<file path="src/rtl/core/mspc_pkg.sv">
// Package for the median stepped fan pressure controller.
// Sample, speed and error types, register indexes, step table and reset values.
// No dependencies.
package mspc_pkg;

    localparam int DEF_WINDOW_SIZE = 5;

    typedef logic signed [15:0] sample_t;
    typedef logic [15:0]        speed_t;
    typedef logic [7:0]         byte_t;
    typedef logic signed [17:0] err_t;
    typedef logic [3:0]         fail_t;
    typedef logic [1:0]         cfg_index_t;

    localparam cfg_index_t REG_REFERENCE = 2'd0;
    localparam cfg_index_t REG_BAND      = 2'd1;
    localparam cfg_index_t REG_LIMIT     = 2'd2;

    localparam byte_t  RESET_REFERENCE = 8'd22;
    localparam byte_t  RESET_BAND      = 8'd1;
    localparam speed_t RESET_LIMIT     = 16'd20000;

    localparam err_t ERR_40 = 18'sd40;
    localparam err_t ERR_30 = 18'sd30;
    localparam err_t ERR_20 = 18'sd20;
    localparam err_t ERR_10 = 18'sd10;

    localparam speed_t STEP_4000 = 16'd4000;
    localparam speed_t STEP_3000 = 16'd3000;
    localparam speed_t STEP_2000 = 16'd2000;
    localparam speed_t STEP_1000 = 16'd1000;
    localparam speed_t STEP_NONE = 16'd0;
    localparam speed_t STEP_FINE = 16'd100;

    localparam fail_t FAIL_LIMIT = 4'd6;
    localparam fail_t FAIL_MAX   = 4'd15;

    // Coarse step for a positive error magnitude; zero below the smallest band.
    function automatic speed_t coarse_step(input err_t e);
        speed_t st;
        if (e >= ERR_40)
        begin
            st = STEP_4000;
        end
        else if (e >= ERR_30)
        begin
            st = STEP_3000;
        end
        else if (e >= ERR_20)
        begin
            st = STEP_2000;
        end
        else if (e >= ERR_10)
        begin
            st = STEP_1000;
        end
        else
        begin
            st = STEP_NONE;
        end
        return st;
    endfunction

endpackage

</file>
<file path="src/rtl/core/mspc_median.sv">
// Rank-select median of a small window of signed samples.
// Depends on mspc_pkg for the sample type.
module mspc_median
    import mspc_pkg::*;
#(
    parameter int WINDOW_SIZE = DEF_WINDOW_SIZE
)
(
    input  sample_t window [WINDOW_SIZE],
    output sample_t median
);

    localparam int RW  = $clog2(WINDOW_SIZE);
    localparam int MID = WINDOW_SIZE / 2;

    logic [RW-1:0] rank [WINDOW_SIZE];

    // Rank of each entry in sorted order; equal values break ties by position.
    for (genvar i = 0; i < WINDOW_SIZE; i++)
    begin : g_rank
        always_comb
        begin
            rank[i] = '0;
            for (int j = 0; j < WINDOW_SIZE; j++)
            begin
                if ((window[j] < window[i]) || ((j < i) && (window[j] == window[i])))
                begin
                    rank[i] = rank[i] + RW'(1);
                end
            end
        end
    end

    always_comb
    begin
        median = window[0];
        for (int i = 0; i < WINDOW_SIZE; i++)
        begin
            if (rank[i] == RW'(MID))
            begin
                median = window[i];
            end
        end
    end

endmodule

</file>
<file path="src/rtl/core/median_stepped_fan_pressure_control.sv">
// Top level of the median stepped fan pressure controller.
// Depends on mspc_pkg and mspc_median.
//
//  channel  | handshake                  | payload
//  ---------+----------------------------+------------------------------------------
//  sample   | sample_valid, sample_stall | pressure_sample
//  result   | result_valid, result_stall | speed_command, median_pressure,
//           |                            | speed_changed, target_reached
//  config   | cfg_valid, cfg_ready       | cfg_index, cfg_data
//
// One sample is accepted per cycle while sample_stall is low; it waits in the input
// register, and the sample that fills the window yields a result in the output
// register. Reset clears the counters and fan speed and loads the configuration
// defaults; the window holds no reset value. Sample input stalls only while a
// window-completing transaction waits behind a full, stalled output register.
module median_stepped_fan_pressure_control
    import mspc_pkg::*;
#(
    parameter int WINDOW_SIZE = DEF_WINDOW_SIZE
)
(
    input  logic       clk,
    input  logic       rst_n,

    input  logic       sample_valid,
    output logic       sample_stall,
    input  sample_t    pressure_sample,

    output logic       result_valid,
    input  logic       result_stall,
    output speed_t     speed_command,
    output sample_t    median_pressure,
    output logic       speed_changed,
    output logic       target_reached,

    input  logic       cfg_valid,
    output logic       cfg_ready,
    input  cfg_index_t cfg_index,
    input  speed_t     cfg_data
);

    localparam int CW = $clog2(WINDOW_SIZE);

    // configuration
    byte_t   reference_reg;
    byte_t   band_reg;
    speed_t  limit_reg;

    // input stage and window
    logic    in_valid_reg;
    sample_t sample_reg;
    sample_t window_reg [WINDOW_SIZE];
    sample_t window_eff [WINDOW_SIZE];
    logic [CW-1:0] count_reg;

    // control state
    speed_t  speed_reg;
    speed_t  speed_next;
    fail_t   fail_reg;
    fail_t   fail_next;
    logic    changed_next;

    // output stage
    logic    out_valid_reg;
    speed_t  out_speed_reg;
    sample_t out_median_reg;
    logic    out_changed_reg;
    logic    out_reached_reg;

    logic    window_done;
    logic    out_free;
    logic    in_advance;
    logic    result_load;
    logic    sample_take;

    sample_t median;
    err_t    err;
    err_t    acc;
    err_t    neg_acc;
    err_t    headroom;
    speed_t  step_lower;
    speed_t  step_raise;
    logic [16:0] fine_sum;

    assign cfg_ready = 1'b1;

    assign window_done  = (count_reg == CW'(WINDOW_SIZE - 1));
    assign out_free     = !out_valid_reg || !result_stall;
    assign in_advance   = in_valid_reg && (!window_done || out_free);
    assign result_load  = in_advance && window_done;
    assign sample_stall = in_valid_reg && !in_advance;
    assign sample_take  = sample_valid && !sample_stall;

    // Window as it stands once the held sample is written in.
    for (genvar i = 0; i < WINDOW_SIZE; i++)
    begin : g_eff
        assign window_eff[i] = (count_reg == CW'(i)) ? sample_reg : window_reg[i];
    end

    mspc_median #(
        .WINDOW_SIZE (WINDOW_SIZE)
    ) u_median (
        .window (window_eff),
        .median (median)
    );

    assign err        = err_t'(median) - err_t'({10'd0, reference_reg});
    assign acc        = err_t'({10'd0, band_reg});
    assign neg_acc    = -acc;
    assign step_lower = coarse_step(err);
    assign step_raise = coarse_step(-err);
    assign headroom   = err_t'({2'd0, limit_reg}) - err_t'({2'd0, step_raise});
    assign fine_sum   = {1'b0, speed_reg} + {1'b0, STEP_FINE};

    always_comb
    begin
        speed_next   = speed_reg;
        fail_next    = fail_reg;
        changed_next = 1'b0;
        if (err > acc)
        begin
            // pressure too high: lower the fan
            if (speed_reg != '0)
            begin
                changed_next = 1'b1;
                if ((step_lower != STEP_NONE) && (speed_reg >= step_lower))
                begin
                    speed_next = speed_reg - step_lower;
                end
                else
                begin
                    speed_next = (speed_reg >= STEP_FINE) ? speed_reg - STEP_FINE : '0;
                    fail_next  = '0;
                end
            end
        end
        else if (err < neg_acc)
        begin
            // pressure too low: raise the fan, or count a failed raise at the limit
            if (speed_reg < limit_reg)
            begin
                changed_next = 1'b1;
                fail_next    = '0;
                if ((step_raise != STEP_NONE) && (err_t'({2'd0, speed_reg}) < headroom))
                begin
                    speed_next = speed_reg + step_raise;
                end
                else if (fine_sum > {1'b0, limit_reg})
                begin
                    speed_next = limit_reg;
                end
                else
                begin
                    speed_next = fine_sum[15:0];
                end
            end
            else if (fail_reg < FAIL_MAX)
            begin
                fail_next = fail_reg + fail_t'(1);
            end
        end
    end

    always_ff @(posedge clk or negedge rst_n)
    begin
        if (!rst_n)
        begin
            reference_reg <= RESET_REFERENCE;
            band_reg      <= RESET_BAND;
            limit_reg     <= RESET_LIMIT;
            in_valid_reg  <= 1'b0;
            count_reg     <= '0;
            speed_reg     <= '0;
            fail_reg      <= '0;
            out_valid_reg <= 1'b0;
        end
        else
        begin
            if (cfg_valid && cfg_ready)
            begin
                unique case (cfg_index)
                    REG_REFERENCE: reference_reg <= cfg_data[7:0];
                    REG_BAND:      band_reg      <= cfg_data[7:0];
                    REG_LIMIT:     limit_reg     <= cfg_data;
                    default:       ;
                endcase
            end

            if (sample_take)
            begin
                in_valid_reg <= 1'b1;
            end
            else if (in_advance)
            begin
                in_valid_reg <= 1'b0;
            end

            if (in_advance)
            begin
                count_reg <= window_done ? '0 : count_reg + CW'(1);
            end

            if (result_load)
            begin
                speed_reg     <= speed_next;
                fail_reg      <= fail_next;
                out_valid_reg <= 1'b1;
            end
            else if (!result_stall)
            begin
                out_valid_reg <= 1'b0;
            end
        end
    end

    // payload registers
    always_ff @(posedge clk)
    begin
        if (sample_take)
        begin
            sample_reg <= pressure_sample;
        end
        if (in_advance)
        begin
            window_reg[count_reg] <= sample_reg;
        end
        if (result_load)
        begin
            out_speed_reg   <= speed_next;
            out_median_reg  <= median;
            out_changed_reg <= changed_next;
            out_reached_reg <= (fail_next <= FAIL_LIMIT);
        end
    end

    assign result_valid    = out_valid_reg;
    assign speed_command   = out_speed_reg;
    assign median_pressure = out_median_reg;
    assign speed_changed   = out_changed_reg;
    assign target_reached  = out_reached_reg;

endmodule
</file>
<file path="config.mk">
export PLATFORM = sky130hd
export DESIGN_NAME = median_stepped_fan_pressure_control
export DESIGN_NICKNAME = d
export VERILOG_FILES = /design/src/rtl/core/mspc_pkg.sv /design/src/rtl/core/mspc_median.sv /design/src/rtl/core/median_stepped_fan_pressure_control.sv
export SDC_FILE = /design/constraint.sdc
export NUM_CORES = 1
export LEC_CHECK = 0
export BUFFER_PORTS_ARGS = -buffer_cell sky130_fd_sc_hd__buf_2
export CAP_MARGIN = 40
export CORE_MARGIN = 2
export CORE_UTILIZATION = 30
export CTS_BUF_LIST = sky130_fd_sc_hd__clkbuf_8
export DETAILED_ROUTE_END_ITERATION = 7
export PLACE_DENSITY = 0.44
export SKIP_CTS_REPAIR_TIMING = 1
export SLEW_MARGIN = 20
export SYNTH_ARGS = -nofsm -noshare
export SYNTH_HDL_FRONTEND = slang
export SYNTH_SLANG_ARGS = --single-unit
</file>
<file path="constraint.sdc">
create_clock -name clk -period 28.5 [get_ports clk]
set_input_delay 5.7 -clock clk [delete_from_list [all_inputs] [get_ports clk]]
set_output_delay 5.7 -clock clk [all_outputs]
set_load 0.02 [all_outputs]
</file>
======== Yosys cells after proc, flatten, opt, wreduce, memory -nomap -nowiden ========
Memories as Yosys holds them, arrays and structs flattened.
Cells that the tools add are included.
storage, ports and cells
  register bits after elaboration ......... 107
  RAM bits ................................ 80
  logic and storage cells ................. 192
  memories ................................ 1
operators by class
  add/sub/neg operators ................... 26
  $lt $le $gt $ge ......................... 37
  eq/ne operators ......................... 21
  mux-type cells .......................... 62
  reduce and logical (&&, ||, !) cells .... 32
memory list
  memory      depth  bits a word  read ports  clocked after memory_dff  write ports  line                                       source
  window_reg  5      16           5           0                         1            median_stepped_fan_pressure_control.sv:52  sample_t window_reg [WINDOW_SIZE];
operators with widths
  operator                                                                count
  16-bit < comparator                                                     21
  16-bit 2-to-1 mux                                                       18
  16-bit == test                                                          10
  3-bit by 1-bit adder with 3-bit output, second input constant           17
  3-bit 2-to-1 mux                                                        17
  16-bit nonzero test                                                     3
  18-bit by 6-bit >= comparator with 1-bit output, second input constant  2
  12-bit 2-to-1 mux                                                       3
  17-bit by 6-bit >= comparator with 1-bit output, second input constant  2
  4-bit 2-to-1 mux                                                        6
  11-bit 2-to-1 mux                                                       2
  10-bit 2-to-1 mux                                                       2
  3-bit by 2-bit == test with 1-bit output, second input constant         6
  18-bit by 5-bit >= comparator with 1-bit output, second input constant  1
  18-bit by 7-bit >= comparator with 1-bit output, second input constant  1
  17-bit by 18-bit < comparator with 1-bit output                         1
  17-bit negation with 18-bit output                                      1
  8-bit negation with 18-bit output                                       1
  16-bit by 7-bit adder with 17-bit output, second input constant         1
  17-bit by 5-bit >= comparator with 1-bit output, second input constant  1
  17-bit by 7-bit >= comparator with 1-bit output, second input constant  1
  17-bit by 16-bit greater-than comparator with 1-bit output              1
  17-bit by 9-bit greater-than comparator with 1-bit output               1
  17-bit < comparator                                                     1
  other kinds (23)                                                        58

======== Depth between registers and ports, before layout ========
Gate-level depths: netlist of run 1.
  depth in word-level cells ............... 32
  gate-level depth with buffers ........... 82

======== By module ========
From an unflattened synthesis of run 1, not the netlist that was laid out.
second synthesis, totals
  cell total of the unflattened synthesis .. 1853
  area, all modules ....................... 18019.8 sq um
modules (own cells, without submodules)
  module                               times used  cells each  area each (sq um)
  median_stepped_fan_pressure_control  1           1231        12997.5
  mspc_median                          1           622         5022.3

======== Least setup slack after synthesis of run 1 ========
No wires, ideal clock.
  kind .................................... reg-to-reg
  from .................................... register count_reg[0]
  to ...................................... register speed_reg[13]
  arrival ................................. 14.076 ns
  required time ........................... 28.375 ns
  setup slack ............................. 14.299 ns
  cell stages (with the launch flop) ...... 75
  buffers on the path ..................... 5
  cell sequence ........................... dfrtp_1 inv_1 ha_1 nand2_1 buf_1 clkbuf_1 mux2i_1 ha_1 nor2b_1 o21a_1 o21ai_0 nand2b_1 a21oi_1 nor2b_1 o21ai_0 nand2b_1 a21oi_1 or3_1 [39 not listed] o21ai_0 a21oi_1 o21bai_1 a21oi_1 nor2b_1 nor3_1 xnor2_1 ha_1 nand3_1 nand2_1 a21oi_1 o31ai_1 or3_1 buf_2 a21oi_4 nor3_1 or4_4 mux2_4
on the way
  cells in the longest elaborated chain, start to end .. 32
  elaborated cells between the ends (all ways) .. 133
  classes of those cells .................. 21 x add/sub; 32 x order compare; 18 x eq/ne; 43 x mux; 19 x reduce/logical
RTL lines
  element                                                                        line                                        source
  from (decl)                                                                    median_stepped_fan_pressure_control.sv:54   logic [CW-1:0] count_reg;
  from (signal assigned)                                                         median_stepped_fan_pressure_control.sv:200  count_reg <= window_done ? '0 : count_reg + CW'(1);
  3-bit by 1-bit == test with 1-bit output or 3-bit logical NOT (tied branches)  median_stepped_fan_pressure_control.sv:97   assign window_eff[i] = (count_reg == CW'(i)) ? sample_reg : window_reg[i];
  16-bit 2-to-1 mux                                                              median_stepped_fan_pressure_control.sv:97
  16-bit < comparator or 16-bit == test (tied branches)                          mspc_median.sv:26                           if ((window[j] < window[i]) || ((j < i) && (window[j] == window[i])))
  1-bit logical OR                                                               mspc_median.sv:26
  1-bit 2-to-1 mux                                                               mspc_median.sv:26
  3-bit by 1-bit adder with 3-bit output                                         mspc_median.sv:28                           rank[i] = rank[i] + RW'(1);
  3-bit 2-to-1 mux                                                               mspc_median.sv:26
  3-bit by 1-bit adder with 3-bit output                                         mspc_median.sv:28
  [10 not listed]                                                                n/a
  net median[1]                                                                  median_stepped_fan_pressure_control.sv:76   sample_t median;
  [7 not listed]                                                                 n/a
  16-bit by 12-bit subtractor with 17-bit output                                 median_stepped_fan_pressure_control.sv:112  assign headroom = err_t'({2'd0, limit_reg}) - err_t'({2'd0, step_raise});
  17-bit < comparator                                                            median_stepped_fan_pressure_control.sv:144  if ((step_raise != STEP_NONE) && (err_t'({2'd0, speed_reg}) < headroom))
  1-bit logical AND                                                              median_stepped_fan_pressure_control.sv:144
  16-bit 2-to-1 mux                                                              median_stepped_fan_pressure_control.sv:144
  16-bit 2-to-1 mux                                                              median_stepped_fan_pressure_control.sv:140  if (speed_reg < limit_reg)
  16-bit 2-to-1 mux                                                              median_stepped_fan_pressure_control.sv:137  else if (err < neg_acc)
  16-bit 2-to-1 mux *                                                            median_stepped_fan_pressure_control.sv:120  if (err > acc)
  net speed_next[13]                                                             median_stepped_fan_pressure_control.sv:58   speed_t speed_next;
  to (signal assigned)                                                           median_stepped_fan_pressure_control.sv:205  speed_reg <= speed_next;
  to (decl)                                                                      median_stepped_fan_pressure_control.sv:57   speed_t speed_reg;
The timed path passes the listed nets; every way through them passes the cells marked *.
A chain may end at the register's enable or synchronous reset.

======== Worst setup path in the final report of run 1 ========
Ends and elaborated chain as after synthesis.

==> reports/metrics.yaml, run 1 <==
outcome: "finished clean"
crit_top_cell: "a21oi_1"
fp.coreArea_um2: 59100
gp_congestion: 0.877
period_needed_ns: 16.07
cp_max_fo: 16
io_buffers: 74
cp.arrival_ns: 16.51
yosys_warnings: 0
slowest_delay_ns: 0.55
synth.distinct_cells: 94
drv_cap: 0
grt-ovfl-total: 0
finalWirelength_um: 58800
synth_seq_cells: 187
layout-drive-gt1-share: 0.128
endpoint_kind: "flip-flop"
ys_seq_area_frac: 0.297
fin_worst_skew_ns: 0.0235
path_class: "flip-flop to flip-flop"
tightest_slew_ns: 0.894
synthTopCellsByArea: "edfxtp_1 (22%), ha_1 (19%), dfrtp_1 (6.7%)"
synth.most_common_cell: "ha_1"
routedWlPerCell_um: 21.2
initialDrtViolationCount: 846
critPathRequiredTime_ns: 28.94
grt_util_all_layers: 0.190
vias_per_cell: 5.40
synthesis.area_um2: 18000
drc: 0
report.final.setup_viol: 0
dp_slack_ns: 12.59
synth-async-reset-ratio: 0.305
grt_pass1_wl_um: 90000
relSlewSlack: 0.400
grt_max_degree: 55
insertion_delay_ns: 0.57
rsz0062_at_grt: "false"
hold_path.class: "flip-flop to flip-flop"
fin_ws_ns: 12.43
rows: 89
multiInputGateArea_um2: 11900
cts_tree: "yes"
cts_buffer_depth: 2
final_util: 0.336
die_y_um: 249
numCtsBuffers: 17
num-nets-final: 2301
fin_tns_setup_ns: 0
regArea_um2: 5340
via_count: 15000
clock_sinks: 187
cts_root_buffer: "clkbuf_8"
antenna_cells_inserted: 0
htree_levels: 4
synth_cells: 1910
fmax_mhz: 62.2
synthesis.nets: 2230
clk_pin_slew_ns: 0.11
start_kind: "flip-flop"
slew_violations: 0
nFillCells: 6044
slowest_stage: "or4_4"
avgSynthCellArea_um2: 9.43
die-width_um: 249
dieArea_um2: 62000
synth_top_flop_cell: "edfxtp_1"
drtPass1Iterations: 5
area_growth_pct: 10.2
pin_count: 76
final_antenna_net_count: 0
fin_crit_sh: 0.564
synthDominantCellAreaShare: 0.217
min_delay_path_depth: 1
start_util: 0.304
largest_register_ffs: 80
yosys-top-cells-count: "ha_1 (277), inv_1 (150), edfxtp_1 (130)"
reg2regPathDepth: 75
grt_pass1_vias: 15000
hold_viol: 0
dp_hpwl_um: 47400
synth_top_area_cell: "edfxtp_1"
synth-edff-count: 130
antenna_found_initial: 1
-- stage by stage --
step	instance area (um^2)	hold slack [ns]	cells
3_5_place_dp	19400	0.508	2735
3_3_place_gp	19300	0.506	2724
5_1_grt	19800	0.565	2767
4_1_cts	19800	0.540	2767
6_report	19800	0.540	2767
2_1_floorplan	18000	0.479	1910
-- path summary, 6_finish.rpt --
kind	startpoint	slack, ns	endpoint
setup / recovery	count_reg[0]$_DFFE_PN0P_	12.43	speed_reg[13]$_DFFE_PN0P_
hold / removal	band_reg[7]$_DFFE_PN0P_	0.54	band_reg[7]$_DFFE_PN0P_
setup reg to reg	count_reg[0]$_DFFE_PN0P_	12.43	speed_reg[13]$_DFFE_PN0P_
hold reg to reg	band_reg[7]$_DFFE_PN0P_	0.54	band_reg[7]$_DFFE_PN0P_
max in group asynchronous	rst_n	22.83	reference_reg[2]$_DFFE_PN1P_
min in group asynchronous	rst_n	5.06	count_reg[0]$_DFFE_PN0P_
-- layout make-up --
class                           count  share of cell area
Multi-Input combinational cell   1515               0.599
Sequential cell                   187               0.269
Tap cell                          773              0.0487
Timing Repair Buffer              107              0.0347
Inverter                          153              0.0289
Clock buffer                       17              0.0118
Clock inverter                     15             0.00795
-- cells by family after synthesis --
family / Yosys count / synth area share
buf+inv: 208 / 0.0451
xor+xnor: 78 / 0.0379
other cells: 1 / 0.000208
flops: 187 / 0.297
compound gates: 487 / 0.184
fa+ha+maj: 284 / 0.199
mux: 151 / 0.0890
simple gates: 514 / 0.149
-- worst max-delay path: cells and delay by family, from the launching register on --
kind / cells / cell delay (ns)
adder cells (fa/ha/maj): 9 / 2.63
XOR/XNOR: 4 / 0.60
AO/OA/AOI/OAI: 27 / 5.69
AND/OR/NAND/NOR: 24 / 4.55
multiplexers: 2 / 0.76
flip-flops: 1 / 0.48
buffers and inverters: 9 / 1.17
-- metal layers --
| layer | routed length [um] | up-vias | share of wire | global-route usage |
|---|---|---|---|---|
| met2 | 27100 | 350 | 0.46 | 0.311 |
| met1 | 27600 | 7230 | 0.47 | 0.252 |
| li1 | - | 7293 | - | - |
| met3 | 2420 | 78 | 0.041 | 0.0306 |
| met5 | 21 | - | 0.00036 | 0 |
| met4 | 1620 | 2 | 0.028 | 0.0667 |
-- cell usage in the layout, fill, tap and decap left out, types with 14 or more instances in the layout --
cell type	count
ha_1	277
inv_1	149
edfxtp_1	130
nand2_1	122
a21oi_1	110
nor2_1	98
o21ai_0	90
mux2i_1	84
buf_2	75
mux2_2	63
a21o_1	60
xnor2_1	51
nand4_1	50
dfrtp_1	48
nor3_1	44
o21a_1	38
nand3_1	37
a211oi_1	34
nor2b_1	31
nand2b_1	27
xor2_1	27
buf_4	24
o211ai_1	17
clkbuf_8	17
o21bai_1	14
nor4_1	14
and3_1	14
Power of run 1 is left out: the tool's default activity adds up to more than one toggle a clock period on the data nets, which glitch-free logic cannot reach.
==> inputs of run 2 (changes only) <==
Settings changed: PLACE_DENSITY 0.44 to 0.45.
Clock period 28.5 ns to 14.6 ns, I/O delays scaled along.
==> run 2 against run 1 <==
Via count increased by 2.1%. Critical path depth down 3. Clock skew up 0.0053 ns. Critical endpoint is now speed_command[14]$_DFFE_PP_.
==> reports/metrics.yaml, run 2 (same netlist as run 1, synthesis figures left out) <==
outcome: "finished clean"  # unchanged
dieArea_um2: 62000  # unchanged
via_count: 15300  # was 15000
multiInputGateArea_um2: 12100  # was 11900 um^2
hold_viol: 0  # unchanged
hold_start: "band_reg[7]$_DFFE_PN0P_"  # unchanged
clk_pin_slew_ns: 0.11  # about the same
largest_register_ffs: 80  # unchanged
fp.coreArea_um2: 59100  # unchanged
routedWlPerCell_um: 20.7  # was 21.2 um
worstHoldEndpoint: "band_reg[7]$_DFFE_PN0P_"  # unchanged
htree_levels: 4  # unchanged
start_kind: "flip-flop"  # unchanged
r2r-end: "speed_command[14]$_DFFE_PP_"  # was speed_reg[13]$_DFFE_PN0P_
fin_worst_skew_ns: 0.0288  # was 0.0235 ns
cts_tree: "yes"  # unchanged
die-width_um: 249  # unchanged
reg2regPathDepth: 72  # was 75
vias_per_cell: 5.31  # was 5.40
final_cells: 2874  # was 2767
initialDrtViolationCount: 793  # was 846
drv_cap: 0  # unchanged
grt.met3_usage: 0.0260  # was 0.0306
insertion_delay_ns: 0.58  # was 0.57 ns
slowest_stage: "or4_1"  # was or4_4
start_util: 0.304  # unchanged
num-nets-final: 2407  # was 2301
drtPass1Iterations: 6  # was 5
min_delay_path_depth: 1  # unchanged
grt.met1_usage: 0.259  # was 0.252
io_buffers: 74  # unchanged
area_growth_pct: 16.4  # was 10.2%
final_antenna_net_count: 0  # unchanged
crit-reg2reg-launch: "count_reg[0]$_DFFE_PN0P_"  # unchanged
report.final.setup_viol: 0  # unchanged
cts_buffer_depth: 2  # unchanged
final_common_cell: "ha_1"  # unchanged
numCtsBuffers: 17  # unchanged
endpoint_kind: "flip-flop"  # unchanged
busiest_layer: "met2"  # unchanged
drc: 0  # unchanged
die_y_um: 249  # unchanged
final_cell_mix: "ha_1 (274), inv_1 (147), edfxtp_1 (130), buf_4 (124), nand2_1 (121)"  # was ha_1 (277), inv_1 (149), edfxtp_1 (130), nand2_1 (122), a21oi_1 (110)
r2r_slack_ns: 0.90  # was 12.43 ns
hold_path.class: "flip-flop to flip-flop"  # unchanged
path_class: "flip-flop to flip-flop"  # unchanged
dp_hpwl_um: 48200  # was 47400 um
critPathRequiredTime_ns: 14.91  # was 28.94 ns
finalWirelength_um: 59400  # was 58800 um
grt_util_all_layers: 0.192  # was 0.190
crit_top_cell: "a21oi_1"  # unchanged
clock_sinks: 187  # unchanged
grt_pass1_wl_um: 91700  # was 90000 um
fin_tns_setup_ns: 0  # unchanged
slew_violations: 0  # unchanged
grt-ovfl-total: 0  # unchanged
antenna_found_initial: 1  # unchanged
tightest_slew_ns: 0.798  # was 0.894 ns
cp_max_fo: 15  # was 16
fin_crit_sh: 0.938  # was 0.564
dpl.cell_count: 2824  # was 2735
slowest_delay_ns: 0.54  # was 0.55 ns
relSlewSlack: 0.466  # was 0.400
grt_pass1_vias: 15500  # was 15000
period_needed_ns: 13.70  # was 16.07 ns
grt_max_degree: 40  # was 55
rows: 89  # unchanged
gp_congestion: 0.895  # was 0.877
regArea_um2: 5350  # was 5340 um^2
grt_use_met2: 0.316  # was 0.311
cts_root_buffer: "clkbuf_8"  # unchanged
layout-drive-gt1-share: 0.196  # was 0.128
pin_count: 76  # unchanged
nFillCells: 6004  # was 6044
fmax_mhz: 73.0  # was 62.2 MHz
cp.arrival_ns: 14.01  # was 16.51 ns
run 2: through the flow:
step                setup WS, ns  hold WS (ns)  cell area, um^2   util
floorplan                  0.399         0.479            18000      -
global placement           0.187         0.503            20000  0.338
detailed placement       -0.0522         0.506            20100  0.340
CTS                       -0.144         0.539            20500  0.347
global route             -0.0561         0.554            21000  0.354
finish                     0.904         0.528            21000  0.354
run 2: layer usage:
layer  vias to the layer above  part of all wire
li1                       7510                 -
met5                         -                 0
met2                       275              0.46
met1                      7401              0.48
met4                         0             0.028
met3                        78             0.033
run 2: worst max-delay path, delay by kind of cell, from the launching register on:
| family | cells | cell delay [ns] |
|---|---|---|
| compound gates | 29 | 4.46 |
| xor+xnor | 2 | 0.26 |
| fa+ha+maj | 9 | 2.59 |
| buf+inv | 6 | 0.52 |
| flops | 1 | 0.46 |
| mux | 2 | 0.74 |
| simple gates | 24 | 4.41 |
run 2: area by class of cell:
| cell class | count | share of cell area |
|---|---|---|
| clock inverter | 15 | 0.00836 |
| clock buffer | 17 | 0.0112 |
| antenna | 1 | 0.000119 |
| timing repair buffer | 213 | 0.0729 |
| inverter | 153 | 0.0274 |
| multi-input combinational | 1515 | 0.579 |
| tap | 773 | 0.0462 |
| sequential | 187 | 0.255 |
run 2: how the worst max path moves through the flow:
| stage | start | end | slack, ns | depth (start not counted) |
|---|---|---|---|---|
| 2_1_floorplan | count_reg[0]$_DFFE_PN0P_ | speed_reg[13]$_DFFE_PN0P_ | 0.40 | 74 |
| 3_3_place_gp | count_reg[0]$_DFFE_PN0P_ | speed_reg[13]$_DFFE_PN0P_ | 0.19 | 73 |
| 3_5_place_dp | count_reg[0]$_DFFE_PN0P_ | speed_reg[9]$_DFFE_PN0P_ | -0.05 | 73 |
| 4_1_cts | count_reg[0]$_DFFE_PN0P_ | speed_reg[9]$_DFFE_PN0P_ | -0.14 | 73 |
| 5_1_grt | count_reg[0]$_DFFE_PN0P_ | speed_command[14]$_DFFE_PP_ | -0.06 | 72 |
| 6_report | count_reg[0]$_DFFE_PN0P_ | speed_command[14]$_DFFE_PP_ | 0.90 | 72 |
Power of run 2 is left out for the same reason.
==> inputs of run 3 (changes only) <==
Settings changed: CELL_PAD_IN_SITES_DETAIL_PLACEMENT from default to 1, CELL_PAD_IN_SITES_GLOBAL_PLACEMENT from default to 1, PLACE_DENSITY 0.45 to 0.55.
==> run 3 against run 2 <==
Worst setup slack got worse by 0.044 ns. Via count increased by 1.6%. Utilization about the same. Cell count increased by 0.31%. Design area decreased by 0.13%. Clock skew increased by 0.0018 ns. Flip-flop and latch count unchanged. Highest routed layer unchanged. Maximum frequency decreased by 0.32%.
==> reports/metrics.yaml, run 3 (same netlist as run 1, synthesis figures left out) <==
final_common_cell: "ha_1"  # unchanged
fmax_mhz: 72.8  # was 73.0 MHz
critPathRequiredTime_ns: 14.92  # was 14.91 ns
finalWirelength_um: 62500  # was 59400 um
grt-ovfl-total: 0  # unchanged
drc: 0  # unchanged
layout-drive-gt1-share: 0.197  # was 0.196
die_y_um: 249  # unchanged
pin_count: 76  # unchanged
fin_crit_sh: 0.941  # was 0.938
area_growth_pct: 16.2  # was 16.4%
path_class: "flip-flop to flip-flop"  # unchanged
dp_slack_ns: 0.00977  # was -0.0522 ns
final_cell_mix: "ha_1 (272), inv_1 (150), buf_4 (136), edfxtp_1 (130), nand2_1 (119)"  # was ha_1 (274), inv_1 (147), edfxtp_1 (130), buf_4 (124), nand2_1 (121)
antenna_found_initial: 1  # unchanged
cts_buffer_depth: 2  # unchanged
drtPass1Iterations: 5  # was 6
die-width_um: 249  # unchanged
grt_pass1_vias: 16200  # was 15500
relSlewSlack: 0.447  # was 0.466
dpl.cell_count: 2825  # was 2824
r2r_slack_ns: 0.86  # was 0.90 ns
slowest_delay_ns: 0.57  # was 0.54 ns
dp_hpwl_um: 51100  # was 48200 um
final_antenna_net_count: 0  # unchanged
cpLargestDelayFamily: "compound AO/OA/AOI/OAI gates"  # unchanged
largest_register_ffs: 80  # unchanged
hold_path.class: "flip-flop to flip-flop"  # unchanged
clock_sinks: 187  # unchanged
htree_levels: 4  # unchanged
hold_viol: 0  # unchanged
insertion_delay_ns: 0.58  # about the same
vias_per_cell: 5.38  # was 5.31
via_count: 15500  # was 15300
fin_worst_skew_ns: 0.0306  # was 0.0288 ns
cts_root_buffer: "clkbuf_8"  # unchanged
outcome: "finished clean"  # unchanged
fp.coreArea_um2: 59100  # unchanged
cp_max_fo: 10  # was 15
clk_pin_slew_ns: 0.11  # about the same
io_buffers: 74  # unchanged
cp_num_buf_inv: 9  # was 6
cp.arrival_ns: 14.06  # was 14.01 ns
fin_ws_ns: 0.861  # was 0.904 ns
grt_pass1_wl_um: 96200  # was 91700 um
start_kind: "flip-flop"  # unchanged
slowest_stage: "or4_1"  # unchanged
initialDrtViolationCount: 622  # was 793
rows: 89  # unchanged
grt_util_all_layers: 0.201  # was 0.192
rsz0062_at_grt: "true"
routedWlPerCell_um: 21.7  # was 20.7 um
gp_congestion: 0.881  # was 0.895
endpoint_kind: "flip-flop"  # unchanged
numCtsBuffers: 17  # unchanged
tightest_slew_ns: 0.822  # was 0.798 ns
start_util: 0.304  # unchanged
cts_tree: "yes"  # unchanged
report.final.setup_viol: 0  # unchanged
final_cells: 2883  # was 2874
num-nets-final: 2416  # was 2407
grt_max_degree: 53  # was 40
drv_cap: 0  # unchanged
slew_violations: 0  # unchanged
dieArea_um2: 62000  # unchanged
period_needed_ns: 13.74  # was 13.70 ns
-- run 3: cell count changes in the layout (fill, tap and decap cells not counted), sizes merged --
cell,delta
buf,+9
clkinv,+2
bufinv,-2
-- run 3: routing by layer --
| metal | vias up | global-route usage | share of wire | wire length, um |
|---|---|---|---|---|
| li1 | 7502 | - | - | - |
| met1 | 7738 | 0.265 | 0.47 | 29600 |
| met2 | 206 | 0.342 | 0.48 | 30000 |
| met3 | 61 | 0.0235 | 0.024 | 1470 |
| met4 | 0 | 0.0634 | 0.022 | 1410 |
| met5 | - | 0 | 0 | 0 |
-- run 3: worst reg2reg max path: cells and delay by family, from the launching register on --
kind,cells,cell delay (ns)
XOR/XNOR,2,0.30
flip-flops,1,0.44
AND/OR/NAND/NOR,19,3.68
AO/OA/AOI/OAI,29,4.78
buffers and inverters,9,0.94
multiplexers,3,0.89
adder cells (fa/ha/maj),9,2.48
-- run 3: area by class of cell --
class                           count  area (um^2)
Timing Repair Buffer              222         1570
Inverter                          153          574
Clock inverter                     15          116
Clock buffer                       17          234
Tap cell                          773          967
Fill cell                        6804        38200
Multi-Input combinational cell   1515        12100
Sequential cell                   187         5350
Antenna cell                        1         2.50
-- run 3: worst paths after layout --
| kind | from | end | cells after the start |
|---|---|---|---|
| min in group asynchronous | rst_n | count_reg[0]$_DFFE_PN0P_ | 2 |
| worst min-delay path | band_reg[7]$_DFFE_PN0P_ | band_reg[7]$_DFFE_PN0P_ | 1 |
| worst max register to register | count_reg[0]$_DFFE_PN0P_ | speed_command[14]$_DFFE_PP_ | 71 |
| worst max-delay path | count_reg[0]$_DFFE_PN0P_ | speed_command[14]$_DFFE_PP_ | 71 |
| worst min register to register | band_reg[7]$_DFFE_PN0P_ | band_reg[7]$_DFFE_PN0P_ | 1 |
| max in group asynchronous | rst_n | reference_reg[4]$_DFFE_PN1P_ | 3 |
-- run 3: through the flow --
stage / util / TNS [ns] / instance area, um^2 / hold slack (ns)
floorplan: - / 0 / 18000 / 0.479
global placement: 0.338 / 0 / 20000 / 0.501
detailed placement: 0.340 / 0 / 20100 / 0.511
CTS: 0.346 / -0.119 / 20500 / 0.535
global route: 0.354 / -1.25 / 20900 / 0.548
finish: 0.354 / 0 / 20900 / 0.527
Power of run 3 is left out for the same reason.
